`src/hdl/urp_pkg.sv`:
```
// Shared types, constants and codes for the USB audio ring packetizer.
// Depends on nothing; every other file of the block imports it.
package urp_pkg;

    // FIFO geometry.
    localparam int DEPTH  = 256;
    localparam int IDX_W  = $clog2(DEPTH);
    localparam int CAP_W  = $clog2(DEPTH + 1);

    // Packet geometry.
    localparam int CHANNELS         = 2;
    localparam int BYTES_PER_FRAME  = CHANNELS * 3;
    localparam int MAX_PACKET_BYTES = 294;
    localparam int MAX_FRAMES       = 48;
    localparam int FRAMES_W         = 6;
    localparam int BYTES_W          = 10;

    // Supported stream rates and their frame counts per USB frame.
    localparam logic [17:0] RATE_44K = 18'd44100;
    localparam logic [17:0] RATE_48K = 18'd48000;
    localparam logic [FRAMES_W-1:0] FRAMES_44K_SHORT = 6'd44;
    localparam logic [FRAMES_W-1:0] FRAMES_44K_LONG  = 6'd45;
    localparam logic [FRAMES_W-1:0] FRAMES_48K       = 6'd48;

    // 24-bit sample limits.
    localparam logic signed [23:0] S24_MAX = 24'sd8388607;
    localparam logic signed [23:0] S24_MIN = -24'sd8388608;

    // Configuration port.
    localparam int CFG_IDX_W  = 1;
    localparam int CFG_DATA_W = 18;
    localparam logic [CFG_IDX_W-1:0] CFG_SAMPLE_RATE = 1'd0;
    localparam logic [CFG_IDX_W-1:0] CFG_RING_CAP    = 1'd1;

    // Command queue between the front and back parts.
    localparam int QDEPTH = 2;
    localparam int QPTR_W = $clog2(QDEPTH);
    localparam int QCNT_W = $clog2(QDEPTH + 1);

    typedef enum logic [0:0] {
        OP_PUSH   = 1'b0,
        OP_RENDER = 1'b1
    } t_opcode;

    typedef struct packed {
        t_opcode            opcode;
        logic signed [31:0] sample_ch0;
        logic signed [31:0] sample_ch1;
        logic [63:0]        usb_frame_sequence;
        logic [9:0]         packet_capacity;
    } t_in_item;

    typedef struct packed {
        logic signed [23:0] left_sample;
        logic signed [23:0] right_sample;
        logic               status;
        logic               zero_filled;
        logic               last_of_packet;
        logic [8:0]         fill_level;
        logic [31:0]        overrun_count;
        logic [31:0]        underrun_count;
    } t_out_item;

    // A classified command, as the back part executes it.
    typedef struct packed {
        t_opcode             opcode;
        logic                reject;
        logic [FRAMES_W-1:0] frames;
        logic signed [23:0]  left;
        logic signed [23:0]  right;
    } t_cmd;

    // Ring settings handed to the back part.
    typedef struct packed {
        logic [CAP_W-1:0] cap;
        logic             clear;
    } t_back_cfg;

endpackage

```
`src/hdl/urp_queue.sv`:
```
// Short command queue that decouples the front part from the back part.
// Depends on urp_pkg for the command type and queue depth.
module urp_queue import urp_pkg::*; (
    input  logic i_clk,
    input  logic i_rst_n,
    input  logic i_push,
    input  t_cmd i_cmd,
    input  logic i_pop,
    output logic o_full,
    output logic o_valid,
    output t_cmd o_cmd
);

    t_cmd              r_slot [QDEPTH];
    logic [QPTR_W-1:0] r_wr_ptr;
    logic [QPTR_W-1:0] r_rd_ptr;
    logic [QCNT_W-1:0] r_count;
    logic              do_push;
    logic              do_pop;

    assign o_full  = r_count == QCNT_W'(QDEPTH);
    assign o_valid = r_count != '0;
    assign do_push = i_push && !o_full;
    assign do_pop  = i_pop && o_valid;
    assign o_cmd   = r_slot[r_rd_ptr];

    always_ff @(posedge i_clk) begin
        if (!i_rst_n) begin
            r_wr_ptr <= '0;
            r_rd_ptr <= '0;
            r_count  <= '0;
        end else begin
            if (do_push) begin
                r_wr_ptr <= (32'(r_wr_ptr) == QDEPTH - 1) ? '0 : r_wr_ptr + 1'b1;
            end
            if (do_pop) begin
                r_rd_ptr <= (32'(r_rd_ptr) == QDEPTH - 1) ? '0 : r_rd_ptr + 1'b1;
            end
            if (do_push && !do_pop) begin
                r_count <= r_count + 1'b1;
            end else if (do_pop && !do_push) begin
                r_count <= r_count - 1'b1;
            end
        end
    end

    always_ff @(posedge i_clk) begin
        if (do_push) begin
            r_slot[r_wr_ptr] <= i_cmd;
        end
    end

endmodule

```
`config.mk`:
```
export PLATFORM = sky130hd
export DESIGN_NAME = urp_queue
export DESIGN_NICKNAME = d
export VERILOG_FILES = /design/src/hdl/urp_pkg.sv /design/src/hdl/urp_queue.sv
export SDC_FILE = /design/constraint.sdc
export NUM_CORES = 1
export LEC_CHECK = 0
export ABC_AREA = 0
export CAP_MARGIN = 20
export CORE_MARGIN = 4
export CORE_UTILIZATION = 35
export CTS_CLUSTER_SIZE = 24
export DETAILED_ROUTE_END_ITERATION = 6
export DONT_BUFFER_PORTS = 1
export GPL_ROUTABILITY_DRIVEN = 1
export HOLD_SLACK_MARGIN = 0.15
export PLACE_DENSITY = 0.55
export SYNTH_ARGS = -nofsm -noshare
export SYNTH_HDL_FRONTEND = slang
export SYNTH_SLANG_ARGS = --single-unit
export TNS_END_PERCENT = 50
```
`constraint.sdc`:
```
create_clock -name i_clk -period 3.2 [get_ports i_clk]
set_input_delay 0 -clock i_clk [delete_from_list [all_inputs] [get_ports i_clk]]
set_output_delay 0 -clock i_clk [all_outputs]
set_load 0.02 [all_outputs]
```
==> impl_metrics.ini <==
[outcome]
status = finished, final reports clean

[yosys]
ys_warn_count = 0
async_reset_ff_frac = 0
yosys_most_used_dff = edfxtp_1
ys_ff_latch = 117
synth_area_um2 = 4270
synth-edff-count = 112
yosysSeqAreaShare = 0.8110
synth_cell_types = 22
syn-num-nets = 260
syn_area_per_cell_um2 = 21.46
synthCells = 199

[sta]
rsz0062_at_grt = no
timing.final.ws_setup_ns = 1.156
fin_crit_ns = 2.044
final-max-slew-violation-count = 0
fin_crit_sh = 0.6388
final_hold_viol_count = 0
fin_tns_setup_ns = 0
max_clock_freq_mhz = 489.2
setup_violations = 0
tightest_slew_ns = 0.6859
slew_headroom = 0.5428
clock_skew_ns = 0.007811

[clocking]
cts_buffers = 17
cts_buffer_depth = 2
cts_hold_buf = 59
insertion_delay_ns = 0.40
cts_resized = 0
cts.clk_slew.worst_paths_ns = 0.05
root_buffer = clkbuf_16
cts.sinks = 117
postCtsSetupRepairBufs = 0
cts_tree = done
htree_levels = 4

[critical_path]
path_class = flip-flop to flip-flop
rr_endpoint = r_wr_ptr$_SDFFE_PN0N_
crit_slowest_cell = dlygate4sd3_1
reg2reg_setup_slack_ns = 1.16
cp.arrival_ns = 2.39
critical_path.max_stage_delay_ns = 0.53
critPathLaunchType = flip-flop
worst_r2r_path_depth = 6
reg2reg_from = r_count[0]$_SDFFE_PN0P_
critPathMaxFanout = 33
endpoint_kind = flip-flop
worstPathRequired_ns = 3.54
cp_cell_sequence = nand2b_1 -> inv_2 -> nor3_4 -> buf_4 -> o21a_1 -> dlygate4sd3_1

[final_layout]
seqCellArea_um2 = 3465
drive_gt1_frac = 0.3333
fin_nets = 336
nFillCells = 1006
area_growth_pct = 34.08
multiInputGateArea_um2 = 767.0

[floorplan]
ios = 118
rows = 40
die_w_um = 118.5
die_h_um = 118.5
core_area_um2 = 11960
initial_utilization = 0.3570
die_area_um2 = 14030

[worst_hold_path]
whs_path_depth = 5
hold_path_end = r_count[1]$_SDFFE_PN0P_
min_from = i_push
hp-class = input pin to flip-flop

[grt]
top_usage_layer = met2
first_global_vias = 2166
use_met2 = 0.1715
grt_pass1_wl_um = 11760
overflow = 0
grtUsageTotal = 0.1132
grt_max_degree = 36
antenna_found_initial = 1
use_met1 = 0.1272
grtUsageMet3 = 0.06890

[drt]
wl_um = 7711
first_pass_iters = 4
wl_per_cell_um = 17.69
drt_drc_violations_left = 0
via_per_inst = 4.656
num_vias = 2030
drtIter0Drc = 89
ant_nets = 0

[placement]
place_ws_ns = 1.271
place_congestion = 0.7232
numPortBuffers = 0
dp_hpwl_um = 4692

[power_and_ir_drop]
peakVddDrop_mv = 0.4139
power.leakage_nw = 1.953
p_per_area_nw_per_um2 = 892.1

[job]
max_cap_violations = 0
metrics by stage:
step | cell area (um^2) | hold slack (ns) | util | power, mW | instances
4_1_cts | 5723 | 0.1587 | 0.4785 | 5.199 | 435
3_3_place_gp | 4478 | 0.09896 | 0.3744 | 3.057 | 344
2_1_floorplan | 4277 | 0.09887 | - | 2.885 | 199
6_report | 5725 | 0.1700 | 0.4787 | 5.108 | 436
3_5_place_dp | 4478 | 0.09895 | 0.3744 | 3.068 | 344
5_1_grt | 5723 | 0.1988 | 0.4785 | 5.344 | 435
cell type report:
cell class                      instances  area share
Antenna cell                            1   0.0004371
Clock buffer                           24     0.08938
Clock inverter                          8     0.02491
Inverter                                2    0.001311
Multi-Input combinational cell         74      0.1340
Sequential cell                       117      0.6051
Tap cell                              147     0.03212
Timing Repair Buffer                   63      0.1128
layout by cell type (no fill, tap or decap), types with 2 or more instances in the layout:
| master | instances |
|---|---|
| edfxtp_1 | 112 |
| bufinv_16 | 4 |
| dfxtp_1 | 4 |
| buf_12 | 2 |
| xnor2_1 | 2 |
| clkbuf_8 | 6 |
| dlygate4sd3_1 | 59 |
| buf_4 | 2 |
| mux2_2 | 56 |
| clkinv_2 | 3 |
| and2_1 | 3 |
| clkbuf_16 | 17 |
cell families (layout without fill, tap and decap cells):
logic type / Yosys count / count (layout) / synth area share
xor+xnor: 3 / 3 / 0.006154
compound gates: 5 / 5 / 0.007618
buf+inv: 8 / 97 / 0.01113
mux: 56 / 56 / 0.1477
simple gates: 9 / 9 / 0.01348
other cells: 0 / 1 / 0
flops: 117 / 117 / 0.8110
fa+ha+maj: 1 / 1 / 0.002930
Yosys cell counts, types with 2 or more instances:
cell	instances	area [um^2]
and2_1	3	18.77
edfxtp_1	112	3363
mux2_2	56	630.6
buf_2	2	10.01
xnor2_1	2	17.52
buf_4	4	30.03
dfxtp_1	5	100.1
worst max-delay path by stage:
stage	start	to	slack (ns)	cells past startpoint
final	r_count[0]$_SDFFE_PN0P_	r_wr_ptr$_SDFFE_PN0N_	1.16	6
after global routing	r_count[0]$_SDFFE_PN0P_	r_wr_ptr$_SDFFE_PN0N_	0.98	6
after global placement	r_count[0]$_SDFFE_PN0P_	r_slot[1][54]$_DFFE_PP_	1.33	3
after floorplan	r_count[0]$_SDFFE_PN0P_	r_slot[0][0]$_DFFE_PP_	0.79	3
after detailed placement	r_count[0]$_SDFFE_PN0P_	r_slot[1][54]$_DFFE_PP_	1.27	3
after CTS	r_count[0]$_SDFFE_PN0P_	r_wr_ptr$_SDFFE_PN0N_	1.13	6
worst max-delay path, delay by kind of cell, from the launching register on:
kind	cells	cell delay [ns]
buf+inv	3	1.06
flops	1	0.41
simple gates	2	0.32
compound gates	1	0.19
state kept, by name, summed over array words and instances, names as in the netlist, named ones only:
signal    flops
r_slot      112
r_rd_ptr      1
r_wr_ptr      1
r_count       2
power by group:
part | internal [mW] | switching, mW | total, mW | leakage, nW
combinational | 0.390 | 0.667 | 1.06 | 0.544
clock | 1.42 | 0.605 | 2.03 | 0.322
sequential | 1.93 | 0.0931 | 2.02 | 1.09
total | 3.74 | 1.37 | 5.11 | 1.95
layer usage:
metal	wire length (um)	vias to the layer above
li1	-	937
met1	3180	1007
met2	3704	78
met3	742	8
met4	83	0
met5	0	-
Power figures use the tool's default switching activity.
