**src/hdl/urp_pkg.sv**
```systemverilog
// Shared types, constants and codes for the USB audio ring packetizer.
// Depends on nothing; every other file of the block imports it.
package urp_pkg;

    // FIFO geometry.
    localparam int DEPTH  = 256;
    localparam int IDX_W  = $clog2(DEPTH);
    localparam int CAP_W  = $clog2(DEPTH + 1);

    // Packet geometry.
    localparam int CHANNELS         = 2;
    localparam int BYTES_PER_FRAME  = CHANNELS * 3;
    localparam int MAX_PACKET_BYTES = 294;
    localparam int MAX_FRAMES       = 48;
    localparam int FRAMES_W         = 6;
    localparam int BYTES_W          = 10;

    // Supported stream rates and their frame counts per USB frame.
    localparam logic [17:0] RATE_44K = 18'd44100;
    localparam logic [17:0] RATE_48K = 18'd48000;
    localparam logic [FRAMES_W-1:0] FRAMES_44K_SHORT = 6'd44;
    localparam logic [FRAMES_W-1:0] FRAMES_44K_LONG  = 6'd45;
    localparam logic [FRAMES_W-1:0] FRAMES_48K       = 6'd48;

    // 24-bit sample limits.
    localparam logic signed [23:0] S24_MAX = 24'sd8388607;
    localparam logic signed [23:0] S24_MIN = -24'sd8388608;

    // Configuration port.
    localparam int CFG_IDX_W  = 1;
    localparam int CFG_DATA_W = 18;
    localparam logic [CFG_IDX_W-1:0] CFG_SAMPLE_RATE = 1'd0;
    localparam logic [CFG_IDX_W-1:0] CFG_RING_CAP    = 1'd1;

    // Command queue between the front and back parts.
    localparam int QDEPTH = 2;
    localparam int QPTR_W = $clog2(QDEPTH);
    localparam int QCNT_W = $clog2(QDEPTH + 1);

    typedef enum logic [0:0] {
        OP_PUSH   = 1'b0,
        OP_RENDER = 1'b1
    } t_opcode;

    typedef struct packed {
        t_opcode            opcode;
        logic signed [31:0] sample_ch0;
        logic signed [31:0] sample_ch1;
        logic [63:0]        usb_frame_sequence;
        logic [9:0]         packet_capacity;
    } t_in_item;

    typedef struct packed {
        logic signed [23:0] left_sample;
        logic signed [23:0] right_sample;
        logic               status;
        logic               zero_filled;
        logic               last_of_packet;
        logic [8:0]         fill_level;
        logic [31:0]        overrun_count;
        logic [31:0]        underrun_count;
    } t_out_item;

    // A classified command, as the back part executes it.
    typedef struct packed {
        t_opcode             opcode;
        logic                reject;
        logic [FRAMES_W-1:0] frames;
        logic signed [23:0]  left;
        logic signed [23:0]  right;
    } t_cmd;

    // Ring settings handed to the back part.
    typedef struct packed {
        logic [CAP_W-1:0] cap;
        logic             clear;
    } t_back_cfg;

endpackage

```
**src/hdl/urp_front.sv**
```systemverilog
// Front part of the USB audio ring packetizer: accepts items and classifies them.
// Converts pushed samples to 24 bits and sizes render requests. Depends on urp_pkg.
module urp_front import urp_pkg::*; (
    input  logic        i_clk,
    input  logic        i_rst_n,
    input  logic        i_accept,
    input  t_in_item    i_item,
    input  logic [17:0] i_sample_rate,
    input  logic        i_q_full,
    output logic        o_valid,
    output t_cmd        o_cmd
);

    // Q8.24 to signed 24 bits: halve with rounding away from zero, saturate.
    function automatic logic signed [23:0] to_s24(input logic signed [31:0] x);
        logic signed [32:0] r;
        r = 33'sd0;
        if (x >= 32'sd16777216) begin
            return S24_MAX;
        end
        if (x <= -32'sd16777216) begin
            return S24_MIN;
        end
        if (x >= 32'sd0) begin
            r = ($signed({x[31], x}) + 33'sd1) >>> 1;
        end else begin
            r = $signed({x[31], x}) >>> 1;
        end
        if (r > 33'sd8388607) begin
            return S24_MAX;
        end
        return r[23:0];
    endfunction

    // Residue modulo 5 of a 64-bit value; 256 and 16 are both 1 modulo 5.
    function automatic logic [2:0] mod5(input logic [63:0] n);
        logic [10:0] acc;
        logic [8:0]  fold;
        logic [4:0]  v;
        acc = '0;
        for (int i = 0; i < 8; i++) begin
            acc = acc + 11'(n[8*i +: 8]);
        end
        fold = 9'(acc[10:8]) + 9'(acc[7:0]);
        v = 5'(fold[8]) + 5'(fold[7:4]) + 5'(fold[3:0]);
        if (v >= 5'd30) begin
            v = v - 5'd30;
        end else if (v >= 5'd25) begin
            v = v - 5'd25;
        end else if (v >= 5'd20) begin
            v = v - 5'd20;
        end else if (v >= 5'd15) begin
            v = v - 5'd15;
        end else if (v >= 5'd10) begin
            v = v - 5'd10;
        end else if (v >= 5'd5) begin
            v = v - 5'd5;
        end
        return v[2:0];
    endfunction

    logic                r_valid;
    t_cmd                r_cmd;
    t_cmd                n_cmd;
    logic                rate_ok;
    logic [FRAMES_W-1:0] frames;
    logic [BYTES_W-1:0]  bytes;

    // At 44.1 kHz the packet is one frame longer when the USB frame number ends in 9.
    always_comb begin
        rate_ok = 1'b1;
        frames  = '0;
        if (i_sample_rate == RATE_48K) begin
            frames = FRAMES_48K;
        end else if (i_sample_rate == RATE_44K) begin
            if (i_item.usb_frame_sequence[0] && mod5(i_item.usb_frame_sequence) == 3'd4) begin
                frames = FRAMES_44K_LONG;
            end else begin
                frames = FRAMES_44K_SHORT;
            end
        end else begin
            rate_ok = 1'b0;
        end
        bytes = BYTES_W'(frames) * BYTES_W'(BYTES_PER_FRAME);

        n_cmd.opcode = i_item.opcode;
        n_cmd.frames = frames;
        n_cmd.reject = !rate_ok || frames == '0
                    || bytes > i_item.packet_capacity
                    || 32'(bytes) > MAX_PACKET_BYTES
                    || 32'(frames) > MAX_FRAMES;
        n_cmd.left   = to_s24(i_item.sample_ch0);
        n_cmd.right  = to_s24(i_item.sample_ch1);
    end

    always_ff @(posedge i_clk) begin
        if (!i_rst_n) begin
            r_valid <= 1'b0;
        end else if (i_accept) begin
            r_valid <= 1'b1;
        end else if (!i_q_full) begin
            r_valid <= 1'b0;
        end
    end

    always_ff @(posedge i_clk) begin
        if (i_accept) begin
            r_cmd <= n_cmd;
        end
    end

    assign o_valid = r_valid;
    assign o_cmd   = r_cmd;

endmodule

```
**config.mk**
```make
export PLATFORM = sky130hd
export DESIGN_NAME = urp_front
export DESIGN_NICKNAME = d
export VERILOG_FILES = /design/src/hdl/urp_pkg.sv /design/src/hdl/urp_front.sv
export SDC_FILE = /design/constraint.sdc
export NUM_CORES = 1
export LEC_CHECK = 0
export BUFFER_PORTS_ARGS = -buffer_cell sky130_fd_sc_hd__buf_2
export CORE_ASPECT_RATIO = 0.8
export CORE_MARGIN = 4
export CORE_UTILIZATION = 53
export CTS_BUF_LIST = sky130_fd_sc_hd__clkbuf_2 sky130_fd_sc_hd__clkbuf_4 sky130_fd_sc_hd__clkbuf_8
export CTS_CLUSTER_DIAMETER = 100
export DETAILED_ROUTE_END_ITERATION = 12
export PLACE_DENSITY = 0.84
export SYNTH_ARGS = -nofsm -noshare
export SYNTH_HDL_FRONTEND = slang
export SYNTH_SLANG_ARGS = --single-unit
```
**constraint.sdc**
```tcl
create_clock -name i_clk -period 11.3 [get_ports i_clk]
set_input_delay 2.26 -clock i_clk [delete_from_list [all_inputs] [get_ports i_clk]]
set_output_delay 2.26 -clock i_clk [all_outputs]
set_load 0.05 [all_outputs]
```
==> impl_metrics.yaml <==
clock_tree:
  cts_setup_buffers: 0
  ctsRootBufferMaster: "clkbuf_8"
  insertion_delay_ps: 310
  cts_buffers: 5
  cts_sinks: 55
  post_cts_resize_count: 0
  clk_pin_slew_ps: 110
  htreeDepth: 2
  hold_buffers: 0
  cts_buffer_depth: 2
  cts_tree: "done"
synth:
  ys_seq_area_share_pct: 26.4
  yosys.area.top_type: "edfxtp_1"
  synthTopCellsByArea: "edfxtp_1 26%, fa_1 16%, inv_1 8.4%, ha_1 7.2%, xor2_1 4.4%"
  synth_ff_type: "edfxtp_1"
  synthCells: 682
  netlist.area_leader.share_pct: 26.1
  synth_enable_flop_cells: 54
  yosysWarnings: 0
  synth_common_cells: "139 x inv_1, 54 x edfxtp_1, 50 x fa_1"
  netlist_area_um2: 6210
  synth.distinct_cells: 66
  syn_avg_cell_area_um2: 9.11
  ys_seq_elements: 55
  yosysMostFrequentCell: "inv_1"
  synth-async-reset-ratio_pct: 0
route:
  ant_nets: 0
  wl_per_cell_um: 14.9
  drt-vias-per-instance: 5.46
  drt_iter0_drc: 438
  drc_errors: 0
  drtPass1Iterations: 5
  routed_wl_um: 15500
  num_vias: 5679
critical_path:
  endpoint_kind: "flop"
  critPathArrivalTime_ps: 10720
  slowest_delay_ps: 530
  crit_path_frequent_cell: "fa_1"
  cpMaxStageDelayCell: "fa_1"
  criticalPathCategory: "in2reg"
  worstPathRequired_ps: 11370
  cp_max_fo: 10
  cp-start-kind: "input port"
placed_design:
  gp_congestion: 0.991
  dpl_cell_area_um2: 7420
  dp_slack_ps: 144
  portBuffers: 216
  detailed_place_hpwl_um: 13000
final_layout:
  fin_area_um2: 7530
  syn_to_final_growth_pct: 21.1
  layout.nets: 1138
  nFillCells: 934
  layout-drive-gt1-share_pct: 28.5
  antenna_cells: 0
  multiInputGateArea_um2: 3970
  register_area_um2: 1640
grt:
  grt-ovfl-total: 0
  antenna_found_initial: 0
  grtUsageTotal_pct: 22.8
  grt_pass1_wl_um: 25800
  grt_max_degree: 56
  grt_pass1_vias: 5586
die:
  dieArea_um2: 13500
  rows: 35
  core_um2: 11500
  die_h_um: 105
  start_util_pct: 54.2
  die_w_um: 129
  pin_count: 218
timing:
  period_share_pct: 94.2
  worst_pin_slew_ps: 1220
  grt_setup_unrepaired: "no"
  relSlewSlack_pct: 18.9
  setup_slack_ps: 650
  fmax_ghz: 0.0939
  layout_min_cycle_time_ps: 10650
  timing.setup.tns_ps: 0
  final_hold_viol_count: 0
  setup_viol: 0
  slew_violations: 0
  finClkSkew_ps: 0
min_path:
  worstHoldPathType: "reg2reg"
run_status:
  status: "finished clean"
flow_run:
  cap_violations: 0
[worst paths after layout]
path / depth (start not counted) / slack [ps] / from / endpoint
max: 34 / 650 / i_item[12] / o_cmd[54]
min: 2 / 530 / o_valid / o_valid
max reg2reg: 2 / 10680 / o_valid / o_valid
min reg2reg: 2 / 530 / o_valid / o_valid
[layout make-up]
| class | count | share of cell area (%) |
|---|---|---|
| flip-flops and latches | 55 | 21.8 |
| clock inverters | 3 | 0.366 |
| inverters | 139 | 6.93 |
| clock buffers | 5 | 0.914 |
| repair buffers | 220 | 14.8 |
| well taps | 148 | 2.46 |
| multi-input cells | 470 | 52.8 |
[critical path: cells and delay by family]
family	cells	cell delay (ps)
compound gates	12	2280
xor+xnor	1	110
fa+ha+maj	12	4820
buf+inv	4	250
simple gates	5	1020
[kinds of logic (layout without fill, tap and decap cells)]
| family | count (synthesis) | after routing | share of synthesized area (%) |
|---|---|---|---|
| mux | 6 | 6 | 1.09 |
| simple gates | 214 | 214 | 20.2 |
| compound gates | 108 | 108 | 11.4 |
| flops | 55 | 55 | 26.4 |
| xor+xnor | 54 | 54 | 7.61 |
| fa+ha+maj | 86 | 86 | 23.4 |
| other cells | 1 | 2 | 0.0604 |
| buf+inv | 158 | 367 | 9.89 |
[layer usage]
metal  vias up  GRT usage, %  part of all wire, %
met5         -             0                    0
met2       242          38.9                   50
met4         0          4.80                  1.5
met1      2666          31.6                   41
li1       2752             -                    -
met3        19          2.20                  7.6
[per-stage QoR]
step	cells	utilization, %	hold slack, ps
2_1_floorplan	683	-	739
3_3_place_gp	1032	64.7	493
6_report	1040	65.6	525
3_5_place_dp	1032	64.7	512
4_1_cts	1040	65.5	530
5_1_grt	1040	65.6	554
[flip-flops by register name, indices dropped and copies added, names as in the netlist]
register / cells
o_cmd: 54
o_valid: 1
[layout by cell type (no fill, tap or decap), types with 4 or more instances in the layout]
master and n:
nand2_1 29, a211oi_1 4, inv_1 138, and3_1 18
nand2b_1 5, and2_1 6, a31oi_1 6, nor4b_1 6
nor2b_1 10, xor2_1 31, buf_4 4, o21ai_2 7
ha_1 36, edfxtp_1 54, nor4_1 15, a21oi_1 21
nor3_1 17, clkbuf_8 5, nor2_1 28, or2_2 4
o21ai_0 32, a21o_1 9, and4_1 6, nand3_1 30
fa_1 49, o22ai_1 6, buf_2 216, nand4_1 15
or4_1 4, xnor2_1 23
Power is not shown: default switching activity piles up to over one toggle a cycle in this logic, so the estimate is an artifact.
